$ cat src/segmented_countdown_sequencer_core_assert.svh
// Assertion macros for the countdown sequencer core.
// Included by the top level; no other dependencies.
`ifndef SEGMENTED_COUNTDOWN_SEQUENCER_CORE_ASSERT_SVH
`define SEGMENTED_COUNTDOWN_SEQUENCER_CORE_ASSERT_SVH
`ifndef SYNTH
`define SCS_ASSERT_IMP(label, clk, rst_n, ante, cons) \
    label: assert property (@(posedge clk) disable iff (!rst_n) (ante) |-> (cons)) \
        else $error("scs assertion failed");
`define SCS_ASSERT_NEXT(label, clk, rst_n, ante, cons) \
    label: assert property (@(posedge clk) disable iff (!rst_n) (ante) |=> (cons)) \
        else $error("scs assertion failed");
`else
`define SCS_ASSERT_IMP(label, clk, rst_n, ante, cons)
`define SCS_ASSERT_NEXT(label, clk, rst_n, ante, cons)
`endif
`endif

$ cat src/scs_pkg.sv
`timescale 1ns / 1ps
// Shared constants, codes and item types of the countdown sequencer.
// No dependencies.
package scs_pkg;

    localparam int MAX_SEGMENTS_DEF = 8;
    localparam int SECONDS_BITS_DEF = 16;

    localparam int OPCODE_W   = 3;
    localparam int LOAD_IDX_W = 3;
    localparam int LOAD_SEC_W = 16;
    localparam int SEG_NOW_W  = 3;
    localparam int SEG_LEFT_W = 16;
    localparam int TASK_W     = 19;
    localparam int BEEP_W     = 3;
    localparam int PHASE_W    = 2;
    localparam int COUNT_W    = 4;

    localparam logic [TASK_W-1:0]  TASK_MAX    = '1;
    localparam logic [COUNT_W-1:0] COUNT_RESET = 4'd1;

    localparam logic [PHASE_W-1:0] PH_IDLE  = 2'd0;
    localparam logic [PHASE_W-1:0] PH_RUN   = 2'd1;
    localparam logic [PHASE_W-1:0] PH_PAUSE = 2'd2;
    localparam logic [PHASE_W-1:0] PH_DONE  = 2'd3;

    localparam logic [OPCODE_W-1:0] OP_TICK   = 3'd0;
    localparam logic [OPCODE_W-1:0] OP_START  = 3'd1;
    localparam logic [OPCODE_W-1:0] OP_TOGGLE = 3'd2;
    localparam logic [OPCODE_W-1:0] OP_SKIP   = 3'd3;
    localparam logic [OPCODE_W-1:0] OP_ABORT  = 3'd4;
    localparam logic [OPCODE_W-1:0] OP_LOAD   = 3'd5;

    // beep periods in seconds
    localparam int BEEP_P1 = 60;
    localparam int BEEP_P2 = 300;
    localparam int BEEP_P3 = 600;
    localparam int M1_W = $clog2(BEEP_P1);
    localparam int M2_W = $clog2(BEEP_P2);
    localparam int M3_W = $clog2(BEEP_P3);

    localparam int Q_DEPTH = 3;
    localparam int Q_PTR_W = 2;

    localparam int APB_ADDR_W = 3;
    localparam int APB_DATA_W = 32;
    localparam logic REG_SEG_COUNT = 1'b0;

    typedef struct packed {
        logic [OPCODE_W-1:0]   opcode;
        logic [LOAD_IDX_W-1:0] load_index;
        logic [LOAD_SEC_W-1:0] load_seconds;
    } t_in_item;

    typedef struct packed {
        logic              seg_chime;
        logic              fin_chime;
        logic [BEEP_W-1:0] beeps;
    } t_flags;

    typedef struct packed {
        logic [PHASE_W-1:0]    run_state;
        logic [SEG_NOW_W-1:0]  segment_now;
        logic [SEG_LEFT_W-1:0] segment_left;
        logic [TASK_W-1:0]     task_seconds;
        logic [TASK_W-1:0]     task_left;
        logic [TASK_W-1:0]     planned_total;
        logic                  segment_chime;
        logic                  finish_chime;
        logic [BEEP_W-1:0]     periodic_beeps;
    } t_result;

endpackage

$ cat src/scs_if.sv
`timescale 1ns / 1ps
// Valid/ready channel interfaces for command items and result items.
// Depends on scs_pkg.
interface scs_in_if;
    logic                            valid;
    logic                            ready;
    logic [scs_pkg::OPCODE_W-1:0]    opcode;
    logic [scs_pkg::LOAD_IDX_W-1:0]  load_index;
    logic [scs_pkg::LOAD_SEC_W-1:0]  load_seconds;

    modport source (output valid, opcode, load_index, load_seconds, input ready);
    modport sink   (input valid, opcode, load_index, load_seconds, output ready);
endinterface

interface scs_out_if;
    logic                            valid;
    logic                            ready;
    logic [scs_pkg::PHASE_W-1:0]     run_state;
    logic [scs_pkg::SEG_NOW_W-1:0]   segment_now;
    logic [scs_pkg::SEG_LEFT_W-1:0]  segment_left;
    logic [scs_pkg::TASK_W-1:0]      task_seconds;
    logic [scs_pkg::TASK_W-1:0]      task_left;
    logic [scs_pkg::TASK_W-1:0]      planned_total;
    logic                            segment_chime;
    logic                            finish_chime;
    logic [scs_pkg::BEEP_W-1:0]      periodic_beeps;

    modport source (output valid, run_state, segment_now, segment_left, task_seconds,
                    task_left, planned_total, segment_chime, finish_chime,
                    periodic_beeps, input ready);
    modport sink   (input valid, run_state, segment_now, segment_left, task_seconds,
                    task_left, planned_total, segment_chime, finish_chime,
                    periodic_beeps, output ready);
endinterface

$ cat src/scs_cfg.sv
`timescale 1ns / 1ps
// APB register block: holds the segment count register.
// Depends on scs_pkg.
module scs_cfg (
    input  logic                                i_clk,
    input  logic                                i_rst_n,
    input  logic                                psel,
    input  logic                                penable,
    input  logic                                pwrite,
    input  logic [scs_pkg::APB_ADDR_W-1:0]      paddr,
    input  logic [scs_pkg::APB_DATA_W-1:0]      pwdata,
    output logic [scs_pkg::APB_DATA_W-1:0]      prdata,
    output logic                                pready,
    output logic [scs_pkg::COUNT_W-1:0]         o_seg_count
);
    import scs_pkg::*;

    logic               reg_sel;
    logic [COUNT_W-1:0] r_count;

    // word address; byte offset bits are ignored
    assign reg_sel = paddr[2];
    assign pready  = 1'b1;

    always_ff @(posedge i_clk) begin
        if (!i_rst_n) begin
            r_count <= COUNT_RESET;
        end else if (psel && penable && pwrite && reg_sel == REG_SEG_COUNT) begin
            r_count <= pwdata[COUNT_W-1:0];
        end
    end

    always_comb begin
        unique case (reg_sel)
            REG_SEG_COUNT: prdata = {{(APB_DATA_W-COUNT_W){1'b0}}, r_count};
            default:       prdata = '0;
        endcase
    end

    assign o_seg_count = r_count;

endmodule

$ cat src/scs_engine.sv
`timescale 1ns / 1ps
// Timer state, duration table with prefix sums, and per-item next-state logic.
// Depends on scs_pkg.
module scs_engine #(
    parameter  int MAX_SEGMENTS = scs_pkg::MAX_SEGMENTS_DEF,
    parameter  int SECONDS_BITS = scs_pkg::SECONDS_BITS_DEF,
    localparam int IW = (MAX_SEGMENTS > 1) ? $clog2(MAX_SEGMENTS) : 1
) (
    input  logic                          i_clk,
    input  logic                          i_rst_n,
    input  logic                          i_fire,
    input  scs_pkg::t_in_item             i_item,
    input  logic [scs_pkg::COUNT_W-1:0]   i_seg_count,
    output logic                          o_flags_valid,
    output scs_pkg::t_flags               o_flags,
    output logic [scs_pkg::PHASE_W-1:0]   o_phase,
    output logic [IW-1:0]                 o_idx,
    output logic [SECONDS_BITS-1:0]       o_seg_elapsed,
    output logic [scs_pkg::TASK_W-1:0]    o_task,
    output logic [SECONDS_BITS-1:0]       o_cur_dur,
    output logic                          o_has_seg,
    output logic [scs_pkg::TASK_W-1:0]    o_plan
);
    import scs_pkg::*;

    localparam int LW    = IW + 1;
    localparam int PRE_W = SECONDS_BITS + IW + 1;

    logic [SECONDS_BITS-1:0] r_dur [MAX_SEGMENTS];
    // r_pre[k] = sum of entries 0..k, kept exact (never overflows)
    logic [PRE_W-1:0]        r_pre [MAX_SEGMENTS];

    logic [PHASE_W-1:0]      r_phase, n_phase;
    logic [IW-1:0]           r_idx, n_idx;
    logic [SECONDS_BITS-1:0] r_se, n_se;
    logic [TASK_W-1:0]       r_te, n_te;
    logic [M1_W-1:0]         r_m1, n_m1;
    logic [M2_W-1:0]         r_m2, n_m2;
    logic [M3_W-1:0]         r_m3, n_m3;
    logic                    r_a_valid;
    t_flags                  r_flags, n_flags;

    logic [LW-1:0]           live;
    logic [LW-1:0]           live_m1;
    logic                    has_seg;
    logic                    at_last;
    logic [IW-1:0]           idx_inc;
    logic [SECONDS_BITS-1:0] cur_dur;
    logic [PRE_W-1:0]        plan_raw;
    logic [PRE_W+TASK_W-1:0] plan_ext;
    logic [TASK_W-1:0]       plan_now;
    logic [SECONDS_BITS-1:0] se_inc;
    logic                    te_step;
    logic                    done_now;
    logic [1:0]              hits;

    logic                    li_ok;
    logic [IW+LOAD_IDX_W-1:0] li_ext;
    logic [IW-1:0]           li_i;
    logic [SECONDS_BITS+LOAD_SEC_W-1:0] ls_ext;
    logic [SECONDS_BITS-1:0] ls_val;
    logic [PRE_W-1:0]        old_w, new_w;
    logic                    load_en;

    // live segment count: register value clipped to the table depth
    assign live    = (int'(i_seg_count) > MAX_SEGMENTS) ? LW'(MAX_SEGMENTS)
                                                         : LW'(i_seg_count);
    assign live_m1 = live - LW'(1);
    assign has_seg = {1'b0, r_idx} < live;
    assign at_last = ({1'b0, r_idx} + LW'(1)) >= live;
    assign idx_inc = r_idx + IW'(1);
    assign cur_dur = r_dur[r_idx];

    assign plan_raw = (live == '0) ? '0 : r_pre[live_m1[IW-1:0]];
    assign plan_ext = {{TASK_W{1'b0}}, plan_raw};
    assign plan_now = (plan_ext > {{PRE_W{1'b0}}, TASK_MAX}) ? TASK_MAX
                                                              : plan_ext[TASK_W-1:0];

    assign li_ok   = int'(i_item.load_index) < MAX_SEGMENTS;
    assign li_ext  = {{IW{1'b0}}, i_item.load_index};
    assign li_i    = li_ext[IW-1:0];
    assign ls_ext  = {{SECONDS_BITS{1'b0}}, i_item.load_seconds};
    assign ls_val  = ls_ext[SECONDS_BITS-1:0];
    assign old_w   = {{(IW+1){1'b0}}, r_dur[li_i]};
    assign new_w   = {{(IW+1){1'b0}}, ls_val};
    assign load_en = i_fire && (i_item.opcode == OP_LOAD) && li_ok;

    assign se_inc  = (r_se != {SECONDS_BITS{1'b1}}) ? r_se + SECONDS_BITS'(1) : r_se;
    assign te_step = (r_te != TASK_MAX);

    always_comb begin
        n_phase  = r_phase;
        n_idx    = r_idx;
        n_se     = r_se;
        n_te     = r_te;
        n_m1     = r_m1;
        n_m2     = r_m2;
        n_m3     = r_m3;
        n_flags  = '0;
        done_now = 1'b0;
        hits     = '0;
        unique case (i_item.opcode)
            OP_TICK: begin
                if (r_phase == PH_RUN) begin
                    n_se = se_inc;
                    // mod counters follow task elapsed; they freeze at saturation
                    if (te_step) begin
                        n_te = r_te + TASK_W'(1);
                        n_m1 = (r_m1 == M1_W'(BEEP_P1 - 1)) ? '0 : r_m1 + M1_W'(1);
                        n_m2 = (r_m2 == M2_W'(BEEP_P2 - 1)) ? '0 : r_m2 + M2_W'(1);
                        n_m3 = (r_m3 == M3_W'(BEEP_P3 - 1)) ? '0 : r_m3 + M3_W'(1);
                    end
                    if (has_seg && se_inc >= cur_dur) begin
                        if (!at_last) begin
                            n_idx             = idx_inc;
                            n_se              = '0;
                            n_flags.seg_chime = 1'b1;
                        end else begin
                            n_se              = cur_dur;
                            n_phase           = PH_DONE;
                            n_flags.fin_chime = 1'b1;
                            done_now          = 1'b1;
                        end
                    end
                    if (!done_now) begin
                        hits = 2'(n_m1 == '0) + 2'(n_m2 == '0) + 2'(n_m3 == '0);
                        n_flags.beeps = {hits, 1'b0};
                        if (n_te >= plan_now) begin
                            n_phase           = PH_DONE;
                            n_flags.fin_chime = 1'b1;
                        end
                    end
                end
            end
            OP_START: begin
                n_phase = PH_RUN;
                n_idx   = '0;
                n_se    = '0;
                n_te    = '0;
                n_m1    = '0;
                n_m2    = '0;
                n_m3    = '0;
            end
            OP_TOGGLE: begin
                if (r_phase == PH_RUN) begin
                    n_phase = PH_PAUSE;
                end else if (r_phase == PH_PAUSE) begin
                    n_phase = PH_RUN;
                end
            end
            OP_SKIP: begin
                if (r_phase == PH_RUN) begin
                    n_flags.seg_chime = 1'b1;
                    if (!at_last) begin
                        n_idx = idx_inc;
                        n_se  = '0;
                    end else begin
                        n_phase = PH_DONE;
                    end
                end
            end
            OP_ABORT: begin
                if (r_phase == PH_RUN) begin
                    n_phase = PH_PAUSE;
                end
            end
            default: ;
        endcase
    end

    always_ff @(posedge i_clk) begin
        if (!i_rst_n) begin
            r_phase   <= PH_IDLE;
            r_idx     <= '0;
            r_se      <= '0;
            r_te      <= '0;
            r_m1      <= '0;
            r_m2      <= '0;
            r_m3      <= '0;
            r_a_valid <= 1'b0;
        end else begin
            r_a_valid <= i_fire;
            if (i_fire) begin
                r_phase <= n_phase;
                r_idx   <= n_idx;
                r_se    <= n_se;
                r_te    <= n_te;
                r_m1    <= n_m1;
                r_m2    <= n_m2;
                r_m3    <= n_m3;
            end
        end
    end

    always_ff @(posedge i_clk) begin
        if (i_fire) begin
            r_flags <= n_flags;
        end
    end

    // table cleared at reset so the prefix sums start consistent
    always_ff @(posedge i_clk) begin
        if (!i_rst_n) begin
            for (int k = 0; k < MAX_SEGMENTS; k++) begin
                r_dur[k] <= '0;
                r_pre[k] <= '0;
            end
        end else if (load_en) begin
            r_dur[li_i] <= ls_val;
            for (int k = 0; k < MAX_SEGMENTS; k++) begin
                if (k >= int'(i_item.load_index)) begin
                    r_pre[k] <= r_pre[k] - old_w + new_w;
                end
            end
        end
    end

    assign o_flags_valid = r_a_valid;
    assign o_flags       = r_flags;
    assign o_phase       = r_phase;
    assign o_idx         = r_idx;
    assign o_seg_elapsed = r_se;
    assign o_task        = r_te;
    assign o_cur_dur     = cur_dur;
    assign o_has_seg     = has_seg;
    assign o_plan        = plan_now;

endmodule

$ cat src/scs_report.sv
`timescale 1ns / 1ps
// Builds the result item from the updated timer state and the item flags.
// Depends on scs_pkg.
module scs_report #(
    parameter  int MAX_SEGMENTS = scs_pkg::MAX_SEGMENTS_DEF,
    parameter  int SECONDS_BITS = scs_pkg::SECONDS_BITS_DEF,
    localparam int IW = (MAX_SEGMENTS > 1) ? $clog2(MAX_SEGMENTS) : 1
) (
    input  logic                          i_valid,
    input  scs_pkg::t_flags               i_flags,
    input  logic [scs_pkg::PHASE_W-1:0]   i_phase,
    input  logic [IW-1:0]                 i_idx,
    input  logic [SECONDS_BITS-1:0]       i_seg_elapsed,
    input  logic [scs_pkg::TASK_W-1:0]    i_task,
    input  logic [SECONDS_BITS-1:0]       i_cur_dur,
    input  logic                          i_has_seg,
    input  logic [scs_pkg::TASK_W-1:0]    i_plan,
    output logic                          o_push,
    output scs_pkg::t_result              o_result
);
    import scs_pkg::*;

    logic [SECONDS_BITS-1:0]            seg_left;
    logic [SECONDS_BITS+SEG_LEFT_W-1:0] seg_left_ext;
    logic [IW+SEG_NOW_W-1:0]            idx_ext;

    assign seg_left     = (i_has_seg && i_seg_elapsed < i_cur_dur)
                          ? i_cur_dur - i_seg_elapsed : '0;
    assign seg_left_ext = {{SEG_LEFT_W{1'b0}}, seg_left};
    assign idx_ext      = {{SEG_NOW_W{1'b0}}, i_idx};

    always_comb begin
        o_result.run_state      = i_phase;
        o_result.segment_now    = idx_ext[SEG_NOW_W-1:0];
        o_result.segment_left   = seg_left_ext[SEG_LEFT_W-1:0];
        o_result.task_seconds   = i_task;
        o_result.task_left      = (i_task >= i_plan) ? '0 : i_plan - i_task;
        o_result.planned_total  = i_plan;
        o_result.segment_chime  = i_flags.seg_chime;
        o_result.finish_chime   = i_flags.fin_chime;
        o_result.periodic_beeps = i_flags.beeps;
    end

    assign o_push = i_valid;

endmodule

$ cat src/scs_outq.sv
`timescale 1ns / 1ps
// Three-entry result queue; tells the input side when an item may enter.
// Depends on scs_pkg.
module scs_outq (
    input  logic              i_clk,
    input  logic              i_rst_n,
    input  logic              i_push,
    input  scs_pkg::t_result  i_data,
    input  logic              i_ready,
    output logic              o_valid,
    output scs_pkg::t_result  o_data,
    output logic              o_room
);
    import scs_pkg::*;

    t_result              r_q [Q_DEPTH];
    logic [Q_PTR_W-1:0]   r_wr, r_rd;
    logic [Q_PTR_W-1:0]   r_cnt;
    logic                 pop;

    assign o_valid = (r_cnt != '0);
    assign o_data  = r_q[r_rd];
    assign pop     = o_valid && i_ready;
    // one item may still be in flight from the engine register
    assign o_room  = ({1'b0, r_cnt} + {{Q_PTR_W{1'b0}}, i_push}) <= (Q_PTR_W+1)'(Q_DEPTH - 1);

    always_ff @(posedge i_clk) begin
        if (!i_rst_n) begin
            r_wr  <= '0;
            r_rd  <= '0;
            r_cnt <= '0;
        end else begin
            if (i_push) begin
                r_wr <= (r_wr == Q_PTR_W'(Q_DEPTH - 1)) ? '0 : r_wr + Q_PTR_W'(1);
            end
            if (pop) begin
                r_rd <= (r_rd == Q_PTR_W'(Q_DEPTH - 1)) ? '0 : r_rd + Q_PTR_W'(1);
            end
            if (i_push && !pop) begin
                r_cnt <= r_cnt + Q_PTR_W'(1);
            end else if (pop && !i_push) begin
                r_cnt <= r_cnt - Q_PTR_W'(1);
            end
        end
    end

    always_ff @(posedge i_clk) begin
        if (i_push) begin
            r_q[r_wr] <= i_data;
        end
    end

endmodule

$ cat src/segmented_countdown_sequencer_core.sv
`timescale 1ns / 1ps
// Top level of the segmented countdown sequencer.
// Depends on scs_pkg, scs_if, scs_cfg, scs_engine, scs_report, scs_outq.
//
//  channel   dir  handshake            payload
//  i_in      in   valid/ready          opcode, load_index, load_seconds
//  o_out     out  valid/ready          run_state ... periodic_beeps
//  apb       in   psel/penable/pready  paddr, pwdata, prdata (segment_count)
//
// One item per cycle while the result queue has room; after its item is accepted, a
// result passes through the engine state register, then the result queue.
// Reset is synchronous, active low; the duration table clears with it.
// The result queue holds three items; i_in.ready drops only when the queue plus
// the item in flight would fill it, so a stalled sink stops the input side.
module segmented_countdown_sequencer_core #(
    parameter  int MAX_SEGMENTS = scs_pkg::MAX_SEGMENTS_DEF,
    parameter  int SECONDS_BITS = scs_pkg::SECONDS_BITS_DEF,
    localparam int IW = (MAX_SEGMENTS > 1) ? $clog2(MAX_SEGMENTS) : 1
) (
    input  logic                            i_clk,
    input  logic                            i_rst_n,
    scs_in_if.sink                          i_in,
    scs_out_if.source                       o_out,
    input  logic                            psel,
    input  logic                            penable,
    input  logic                            pwrite,
    input  logic [scs_pkg::APB_ADDR_W-1:0]  paddr,
    input  logic [scs_pkg::APB_DATA_W-1:0]  pwdata,
    output logic [scs_pkg::APB_DATA_W-1:0]  prdata,
    output logic                            pready
);
    import scs_pkg::*;

`include "segmented_countdown_sequencer_core_assert.svh"

    logic                    w_in_fire;
    logic                    w_in_ready;
    t_in_item                w_item;
    logic [COUNT_W-1:0]      w_seg_count;
    logic                    w_flags_valid;
    t_flags                  w_flags;
    logic [PHASE_W-1:0]      w_phase;
    logic [IW-1:0]           w_idx;
    logic [SECONDS_BITS-1:0] w_seg_elapsed;
    logic [TASK_W-1:0]       w_task;
    logic [SECONDS_BITS-1:0] w_cur_dur;
    logic                    w_has_seg;
    logic [TASK_W-1:0]       w_plan;
    logic                    w_push;
    t_result                 w_result;
    t_result                 w_head;

    assign w_item.opcode       = i_in.opcode;
    assign w_item.load_index   = i_in.load_index;
    assign w_item.load_seconds = i_in.load_seconds;
    assign i_in.ready          = w_in_ready;
    assign w_in_fire           = i_in.valid && w_in_ready;

    scs_cfg u_cfg (
        .i_clk       (i_clk),
        .i_rst_n     (i_rst_n),
        .psel        (psel),
        .penable     (penable),
        .pwrite      (pwrite),
        .paddr       (paddr),
        .pwdata      (pwdata),
        .prdata      (prdata),
        .pready      (pready),
        .o_seg_count (w_seg_count)
    );

    scs_engine #(
        .MAX_SEGMENTS (MAX_SEGMENTS),
        .SECONDS_BITS (SECONDS_BITS)
    ) u_engine (
        .i_clk         (i_clk),
        .i_rst_n       (i_rst_n),
        .i_fire        (w_in_fire),
        .i_item        (w_item),
        .i_seg_count   (w_seg_count),
        .o_flags_valid (w_flags_valid),
        .o_flags       (w_flags),
        .o_phase       (w_phase),
        .o_idx         (w_idx),
        .o_seg_elapsed (w_seg_elapsed),
        .o_task        (w_task),
        .o_cur_dur     (w_cur_dur),
        .o_has_seg     (w_has_seg),
        .o_plan        (w_plan)
    );

    scs_report #(
        .MAX_SEGMENTS (MAX_SEGMENTS),
        .SECONDS_BITS (SECONDS_BITS)
    ) u_report (
        .i_valid       (w_flags_valid),
        .i_flags       (w_flags),
        .i_phase       (w_phase),
        .i_idx         (w_idx),
        .i_seg_elapsed (w_seg_elapsed),
        .i_task        (w_task),
        .i_cur_dur     (w_cur_dur),
        .i_has_seg     (w_has_seg),
        .i_plan        (w_plan),
        .o_push        (w_push),
        .o_result      (w_result)
    );

    scs_outq u_outq (
        .i_clk   (i_clk),
        .i_rst_n (i_rst_n),
        .i_push  (w_push),
        .i_data  (w_result),
        .i_ready (o_out.ready),
        .o_valid (o_out.valid),
        .o_data  (w_head),
        .o_room  (w_in_ready)
    );

    assign o_out.run_state      = w_head.run_state;
    assign o_out.segment_now    = w_head.segment_now;
    assign o_out.segment_left   = w_head.segment_left;
    assign o_out.task_seconds   = w_head.task_seconds;
    assign o_out.task_left      = w_head.task_left;
    assign o_out.planned_total  = w_head.planned_total;
    assign o_out.segment_chime  = w_head.segment_chime;
    assign o_out.finish_chime   = w_head.finish_chime;
    assign o_out.periodic_beeps = w_head.periodic_beeps;

    // every accepted item reaches the report stage in the next cycle
    `SCS_ASSERT_NEXT(a_fire_reaches_report, i_clk, i_rst_n, w_in_fire, w_flags_valid)
    `SCS_ASSERT_IMP(a_finish_means_done, i_clk, i_rst_n, w_flags_valid && w_flags.fin_chime, w_phase == PH_DONE)
    `SCS_ASSERT_NEXT(a_start_clears, i_clk, i_rst_n, w_in_fire && i_in.opcode == OP_START, w_phase == PH_RUN && w_seg_elapsed == '0 && w_task == '0)
    // input stalls only while results are pending
    `SCS_ASSERT_IMP(a_stall_has_cause, i_clk, i_rst_n, !w_in_ready, o_out.valid || w_flags_valid)

endmodule

$ cat src/flat_wrapper.sv
// flat-port wrapper written by rule: the top's interface ports become plain ports
module segmented_countdown_sequencer_core_flat import scs_pkg::*;
#(
    parameter  int MAX_SEGMENTS = scs_pkg::MAX_SEGMENTS_DEF,
    parameter  int SECONDS_BITS = scs_pkg::SECONDS_BITS_DEF,
    localparam int IW = (MAX_SEGMENTS > 1) ? $clog2(MAX_SEGMENTS) : 1
)
  (i_clk, i_rst_n, psel, penable, pwrite, paddr, pwdata, prdata, pready, i_in_valid, i_in_opcode, i_in_load_index, i_in_load_seconds, i_in_ready, o_out_valid, o_out_run_state, o_out_segment_now, o_out_segment_left, o_out_task_seconds, o_out_task_left, o_out_planned_total, o_out_segment_chime, o_out_finish_chime, o_out_periodic_beeps, o_out_ready);
  scs_in_if i_in_i ();
  scs_out_if o_out_i ();
  input  logic i_clk;
  input  logic i_rst_n;
  input  logic psel;
  input  logic penable;
  input  logic pwrite;
  input  logic [scs_pkg::APB_ADDR_W-1:0] paddr;
  input  logic [scs_pkg::APB_DATA_W-1:0] pwdata;
  output logic [scs_pkg::APB_DATA_W-1:0] prdata;
  output logic pready;
  input wire logic [$bits(i_in_i.valid)-1:0] i_in_valid;
  input wire logic [$bits(i_in_i.opcode)-1:0] i_in_opcode;
  input wire logic [$bits(i_in_i.load_index)-1:0] i_in_load_index;
  input wire logic [$bits(i_in_i.load_seconds)-1:0] i_in_load_seconds;
  output wire logic [$bits(i_in_i.ready)-1:0] i_in_ready;
  output wire logic [$bits(o_out_i.valid)-1:0] o_out_valid;
  output wire logic [$bits(o_out_i.run_state)-1:0] o_out_run_state;
  output wire logic [$bits(o_out_i.segment_now)-1:0] o_out_segment_now;
  output wire logic [$bits(o_out_i.segment_left)-1:0] o_out_segment_left;
  output wire logic [$bits(o_out_i.task_seconds)-1:0] o_out_task_seconds;
  output wire logic [$bits(o_out_i.task_left)-1:0] o_out_task_left;
  output wire logic [$bits(o_out_i.planned_total)-1:0] o_out_planned_total;
  output wire logic [$bits(o_out_i.segment_chime)-1:0] o_out_segment_chime;
  output wire logic [$bits(o_out_i.finish_chime)-1:0] o_out_finish_chime;
  output wire logic [$bits(o_out_i.periodic_beeps)-1:0] o_out_periodic_beeps;
  input wire logic [$bits(o_out_i.ready)-1:0] o_out_ready;
  assign i_in_i.valid = i_in_valid;
  assign i_in_i.opcode = i_in_opcode;
  assign i_in_i.load_index = i_in_load_index;
  assign i_in_i.load_seconds = i_in_load_seconds;
  assign i_in_ready = i_in_i.ready;
  assign o_out_valid = o_out_i.valid;
  assign o_out_run_state = o_out_i.run_state;
  assign o_out_segment_now = o_out_i.segment_now;
  assign o_out_segment_left = o_out_i.segment_left;
  assign o_out_task_seconds = o_out_i.task_seconds;
  assign o_out_task_left = o_out_i.task_left;
  assign o_out_planned_total = o_out_i.planned_total;
  assign o_out_segment_chime = o_out_i.segment_chime;
  assign o_out_finish_chime = o_out_i.finish_chime;
  assign o_out_periodic_beeps = o_out_i.periodic_beeps;
  assign o_out_i.ready = o_out_ready;
  segmented_countdown_sequencer_core #(.MAX_SEGMENTS(MAX_SEGMENTS), .SECONDS_BITS(SECONDS_BITS)) u_core (.i_clk(i_clk), .i_rst_n(i_rst_n), .i_in(i_in_i), .o_out(o_out_i), .psel(psel), .penable(penable), .pwrite(pwrite), .paddr(paddr), .pwdata(pwdata), .prdata(prdata), .pready(pready));
endmodule
$ cat config.mk
export PLATFORM = sky130hd
export DESIGN_NAME = segmented_countdown_sequencer_core_flat
export DESIGN_NICKNAME = d
export VERILOG_FILES = /design/src/scs_pkg.sv /design/src/scs_if.sv /design/src/scs_cfg.sv /design/src/scs_engine.sv /design/src/scs_report.sv /design/src/scs_outq.sv /design/src/segmented_countdown_sequencer_core.sv /design/src/flat_wrapper.sv
export VERILOG_INCLUDE_DIRS = /design/src /design/src/src
export SDC_FILE = /design/constraint.sdc
export NUM_CORES = 2
export LEC_CHECK = 0
export BUFFER_PORTS_ARGS = -buffer_cell sky130_fd_sc_hd__buf_2
export CORE_MARGIN = 5
export CORE_UTILIZATION = 55
export DETAILED_ROUTE_END_ITERATION = 7
export PLACE_DENSITY = 0.72
export SETUP_SLACK_MARGIN = 0.1
export SLEW_MARGIN = 20
export SYNTH_ARGS = -nofsm -noshare
export SYNTH_HDL_FRONTEND = slang
export SYNTH_SLANG_ARGS = --single-unit
$ cat constraint.sdc
create_clock -name i_clk -period 17 [get_ports i_clk]
set_input_delay 1.7 -clock i_clk [delete_from_list [all_inputs] [get_ports i_clk]]
set_output_delay 1.7 -clock i_clk [all_outputs]
set_load 0.1 [all_outputs]
# Word level (Yosys, flattened, before mapping)
# Memories as Yosys holds them, arrays and structs flattened. A register that Yosys moved wholly into a read port is not among the register bits.
# Cells that the tools add are included.
[op_classes]
addsub = 33
magnitude_cmp = 16
n_eq_ne = 20
muxes = 115
bitwise_logic = 11
reduce_logical = 29
[ops]
columns = ["operator", "count"]
rows = [
  ["$mux W20", 9],
  ["$add A20 B16 Y20", 8],
  ["$sub A20 B16 Y20", 8],
  ["$mux W16", 8],
  ["$mux W19", 6],
  ["$mux W10", 5],
  ["$pmux W16 S3", 1],
  ["$mux W9", 5],
  ["$mux W1", 42],
  ["$ge A19 B19 Y1", 2],
  ["$pmux W19 S2", 1],
  ["$mux W2", 16],
  ["$mux W6", 5],
  ["$mux W3", 7],
  ["$gt A20 B19 Y1 const B", 1],
  ["$pmux W10 S2", 1],
  ["$add A19 B1 Y19 const B", 1],
  ["$ne A19 B19 Y1 const B", 1],
  ["$sub A19 B19 Y19", 1],
  ["$pmux W9 S2", 1],
  ["$add A16 B1 Y16 const B", 1],
  ["$ge A16 B16 Y1", 1],
  ["$lt A16 B16 Y1", 1],
  ["$ne A16 B16 Y1 const B", 1],
  ["53 further kinds", 91],
]
[totals]
reg_bits = 81
mem_bits_rw = 537
input_bits = 64
n_memories = 3
[mem_list]
columns = ["name", "words", "word_bits", "read_ports", "rd_ports_with_merged_regs", "wr", "line_no", "text"]
rows = [
  ["u_core.u_outq.r_q", 3, 83, 1, 1, 1, "scs_outq.sv:16", "t_result r_q [Q_DEPTH];"],
  ["u_core.u_engine.r_pre", 8, 20, 9, 0, 8, "scs_engine.sv:31", "logic [PRE_W-1:0] r_pre [MAX_SEGMENTS];"],
  ["u_core.u_engine.r_dur", 8, 16, 2, 1, 8, "scs_engine.sv:29", "logic [SECONDS_BITS-1:0] r_dur [MAX_SEGMENTS];"],
]

# Logic depth before layout (Yosys ltp)
# An unclocked memory read counts as a cell.
[depth]
word_depth = 12
ltp_mapped = 22

# Cells and area by module
# A second synthesis with hierarchy kept.
[hier_totals]
cells_unflattened = 4094
hier_area_um2 = 42124.2
[by_module_without_submodules]
columns = ["module", "n_inst", "cells_per_inst", "area_each_um2"]
rows = [
  ["scs_engine", 1, 3131, 29729.8],
  ["scs_outq", 1, 564, 9584.2],
  ["scs_report", 1, 345, 2372.3],
  ["scs_cfg", 1, 53, 431.7],
  ["segmented_countdown_sequencer_core", 1, 1, 6.3],
]

# Worst setup path after synthesis
# No wires, ideal clock.
[synth_timing]
path_type = "register to register"
from = "reg u_core.u_engine.r_a_valid (netlist: u_core.u_engine.o_flags_valid)"
to = "mem u_core.u_outq.r_q[2][10] (netlist name), enable pin"
arrival_ns = 6.394
setup_slack_ns = 9.967
path_stages_with_launch = 3
n_path_buf = 0
synth_period_minus_slack_ns = 7.033
cell_sequence = "dfxtp_1 inv_1 nor3b_1"
[synth_via]
elab_chain_len = 2
[synth_lines]
columns = ["item", "line_no", "text"]
rows = [
  ["from (decl)", "scs_engine.sv:40", "logic r_a_valid;"],
  ["from (signal assigned)", "scs_engine.sv:182", "r_a_valid <= i_fire;"],
  ["$mux W1", "scs_outq.sv:48", "if (i_push) begin"],
  ["$mux W1 (not written as such)", "scs_outq.sv:49", "r_q[r_wr] <= i_data;"],
  ["to (decl)", "scs_outq.sv:16", ""],
]
# No other way between the ends.

==> summary.md <==
| Metric | Value |
|---|---|
| CTS max path bufs | 3 |
| P_leak | 18.5 nW |
| Post-layout total power | 5.77 mW |
| Peak VDD IR | 79.0 uV |
| Max Freq | 142 MHz |
| Ys Warns | 0 |
| Final Max Tran Viols | 0 |
| Clock Skews | 39.5 ps |
| Most frequent cells in the layout | 538 x inv_1, 538 x edfxtp_1, 360 x nor2_1 |
| Area Growth Syn to Fin | 10.3% |
| Max stage delay cell, worst path | a21o_1 |
| Post-synth EDFFs | 538 |
| Crit path top cell by count | buf_4 |
| HP Class | reg -> reg |
| Final wirelength | 106,000 um |
| Vias per cell | 5.91 |
| Post-CTS setup buffers | 0 |
| Seq/Total Area, Yosys | 43.4% |
| Wire per inst | 20.8 um |
| CTS Buf Count | 71 |
| Total track usage | 26.1% |
| Via Count | 30,100 |
| Layout cells sized above 1 | 11.1% |
| Io pins | 182 |
| Most Crowded Layer GR | met2 |
| Die W | 283 um |
| Synth Register Bits | 619 |
| Initial antenna violation count | 2 |
| R2R cell count | 20 |
| Synth Flop Type | edfxtp_1 |
| Drt pass-1 iters | 7 |
| Cell variety after synth | 86 |
| Gr ovfl total | 0 |
| Crit. End Element | flop |
| Max cap viols | 0 |
| Number of global-route vias before repair | 29,100 |
| FILL cells | 5,962 |
| Worst skew pair latency | 640 ps |
| PostCTS Resize Cnt | 0 |
| Nets | 4,508 |
| Routing usage on met1 | 34.9% |
| Area leader, netlist | edfxtp_1 |
| Total negative slack | 0 ps |
| Detailed placer's ending HPWL | 74,300 um |
| Worst Max-Slew Pin Slew | 1250 ps |
| CTS sink count | 619 |
| Die Area | 0.0800 sq mm |
| Synth top area cells | edfxtp_1 39%, ha_1 7.6%, fa_1 6.4% |
| # hold bufs at CTS | 0 |
| Worst Path Required | 17,310 ps |
| Hold Path Depth | 2 |
| DRC viols | 0 |
| GPL Wtd Cong | 0.910 |
| Synth top area share | 39.5% |
| Max incr delay on CP | 560 ps |
| Fin crit period | 7060 ps |
| Mapped Cells | 3,928 |
| Initial Utilization | 55.3% |
| Status | completed |
| Antenna-violating nets left | 0 |
| Iteration-0 DRC Markers | 2,889 |
| Clock transition at path regs | 60 ps |
| Period utilization | 41.5% |
| Die Height | 283 um |
| CP startpoint kind | flop |
| Synth Area per Inst | 10.4 sq um |
| Final setup violation count | 0 |
| Port bufs | 121 |
| Max-slew headroom | 16.3% |
| CP Cell Sequence | nor2b_4, buf_4, inv_4, ha_2, buf_4, buf_4, mux4_2, nand2_1, a21o_1, o21ai_0, ha_1, nor2b_1, o21a_1, o21ai_2, a31oi_1, a221o_1, a221o_1, o221ai_2, a21o_1, nor2_1 |
| Final-report hold violation count | 0 |
| Crit path DAT | 7370 ps |
| Hold_ws | 476 ps |
| CTS tree | yes |
| Critical path class | reg -> reg |
| Largest net degree at the start of global routing | 89 |
| Core Area | 0.0741 sq mm |
| # rows | 100 |
| Met3 Use GR | 4.20% |
| CTS H-tree depth | 3 |
| Routing usage on met2 | 43.5% |
| First-pass GRT wire length | 163,000 um |
| Async SR Flop Fraction | 0% |
| RSZ-0062 raised after global routing | no |
| CTS root buf | clkbuf_16 |
| CP max FO | 22 |
| PwrDens | 128 mW/mm^2 |
| Area of the mapped netlist | 0.0409 sq mm |
routing by layer:
metal  vias to the layer above  share of wire [%]  wire (um)
li1                      14100                  -          -
met1                     14400                 41      43000
met2                      1333                 47      49900
met4                         2                4.2       4400
met5                         -              0.012         13
met3                       285                8.1       8590
Yosys cell counts, types with 28 or more instances:
master / count
clkbuf_1: 103
nor3_1: 120
ha_1: 247
mux2i_1: 127
buf_4: 32
nand3_1: 80
dfxtp_1: 81
and2_1: 51
fa_1: 131
xor2_1: 81
xnor2_1: 81
nand4_1: 28
inv_1: 539
a21oi_1: 183
nor2b_1: 48
a21o_1: 57
edfxtp_1: 538
mux4_2: 88
o21a_1: 35
o21ai_0: 227
and3_1: 50
nand2_1: 234
nor2_1: 361
a211oi_1: 31
nand2b_1: 38
worst max-delay path: cells and delay by family, from the launching register on:
kind / cells / cell delay, ps
adder cells (fa/ha/maj): 2 / 810
buffers and inverters: 4 / 1240
AO/OA/AOI/OAI: 9 / 3070
multiplexers: 1 / 470
AND/OR/NAND/NOR: 4 / 660
flip-flops: 1 / 460
cell families after synthesis:
family	synth area share (%)
buffers and inverters	6.87
other	0.0184
multiplexers	8.17
AO/OA/AOI/OAI	11.1
adder cells (fa/ha/maj)	14.0
AND/OR/NAND/NOR	13.0
XOR/XNOR	3.47
flip-flops	43.4
cell type report:
class	count	area (sq um)	share of cell area, %
timing repair buffer	205	1240	2.75
antenna	3	7.51	0.0166
clock inverter	36	308	0.682
tap	969	1210	2.69
sequential	619	17800	39.4
clock buffer	96	1970	4.38
multi-input combinational	2628	20600	45.6
inverter	541	2030	4.51
per-stage QoR:
stage | instance area, sq um | instances | setup slack [ps] | util (%)
after CTS | 45100 | 5093 | 10000 | 60.9
after floorplan | 41000 | 3956 | 9970 | -
after global routing | 45100 | 5094 | 9620 | 60.9
after global placement | 42800 | 4961 | 9900 | 57.8
after detailed placement | 42800 | 4961 | 9800 | 57.8
final | 45100 | 5097 | 9940 | 60.9
flip-flops by register name, indices dropped and copies added (netlist names), named ones only:
name	count
u_core.u_cfg.o_seg_count	4
u_core.u_engine.o_flags	4
u_core.u_engine.o_flags_valid	1
u_core.u_engine.o_idx	3
u_core.u_engine.o_phase	2
u_core.u_engine.o_seg_elapsed	16
u_core.u_engine.o_task	19
u_core.u_engine.r_dur	128
u_core.u_engine.r_m1	6
u_core.u_engine.r_m2	9
u_core.u_engine.r_m3	10
u_core.u_engine.r_pre	160
u_core.u_outq.r_cnt	2
u_core.u_outq.r_q	246
u_core.u_outq.r_rd	2
u_core.u_outq.r_wr	2
worst paths after layout:
path | startpoint | endpoint | slack (ps)
worst min register to register | u_core.u_engine.o_seg_elapsed[10] | u_core.u_engine.o_seg_elapsed[10] | 480
worst max-delay path | u_core.u_cfg.o_seg_count[0] | u_core.u_outq.r_q[1][30] | 9940
worst max register to register | u_core.u_cfg.o_seg_count[0] | u_core.u_outq.r_q[1][30] | 9940
worst min-delay path | u_core.u_engine.o_seg_elapsed[10] | u_core.u_engine.o_seg_elapsed[10] | 480
report_power, final:
part / switching [mW] / leakage [nW] / internal, mW
combinational: 1.60 / 11.5 / 0.755
clock: 0.640 / 1.11 / 0.867
sequential: 0.0873 / 5.94 / 1.83
total: 2.32 / 18.5 / 3.45
No activity file was read; power rests on OpenSTA's default activity.
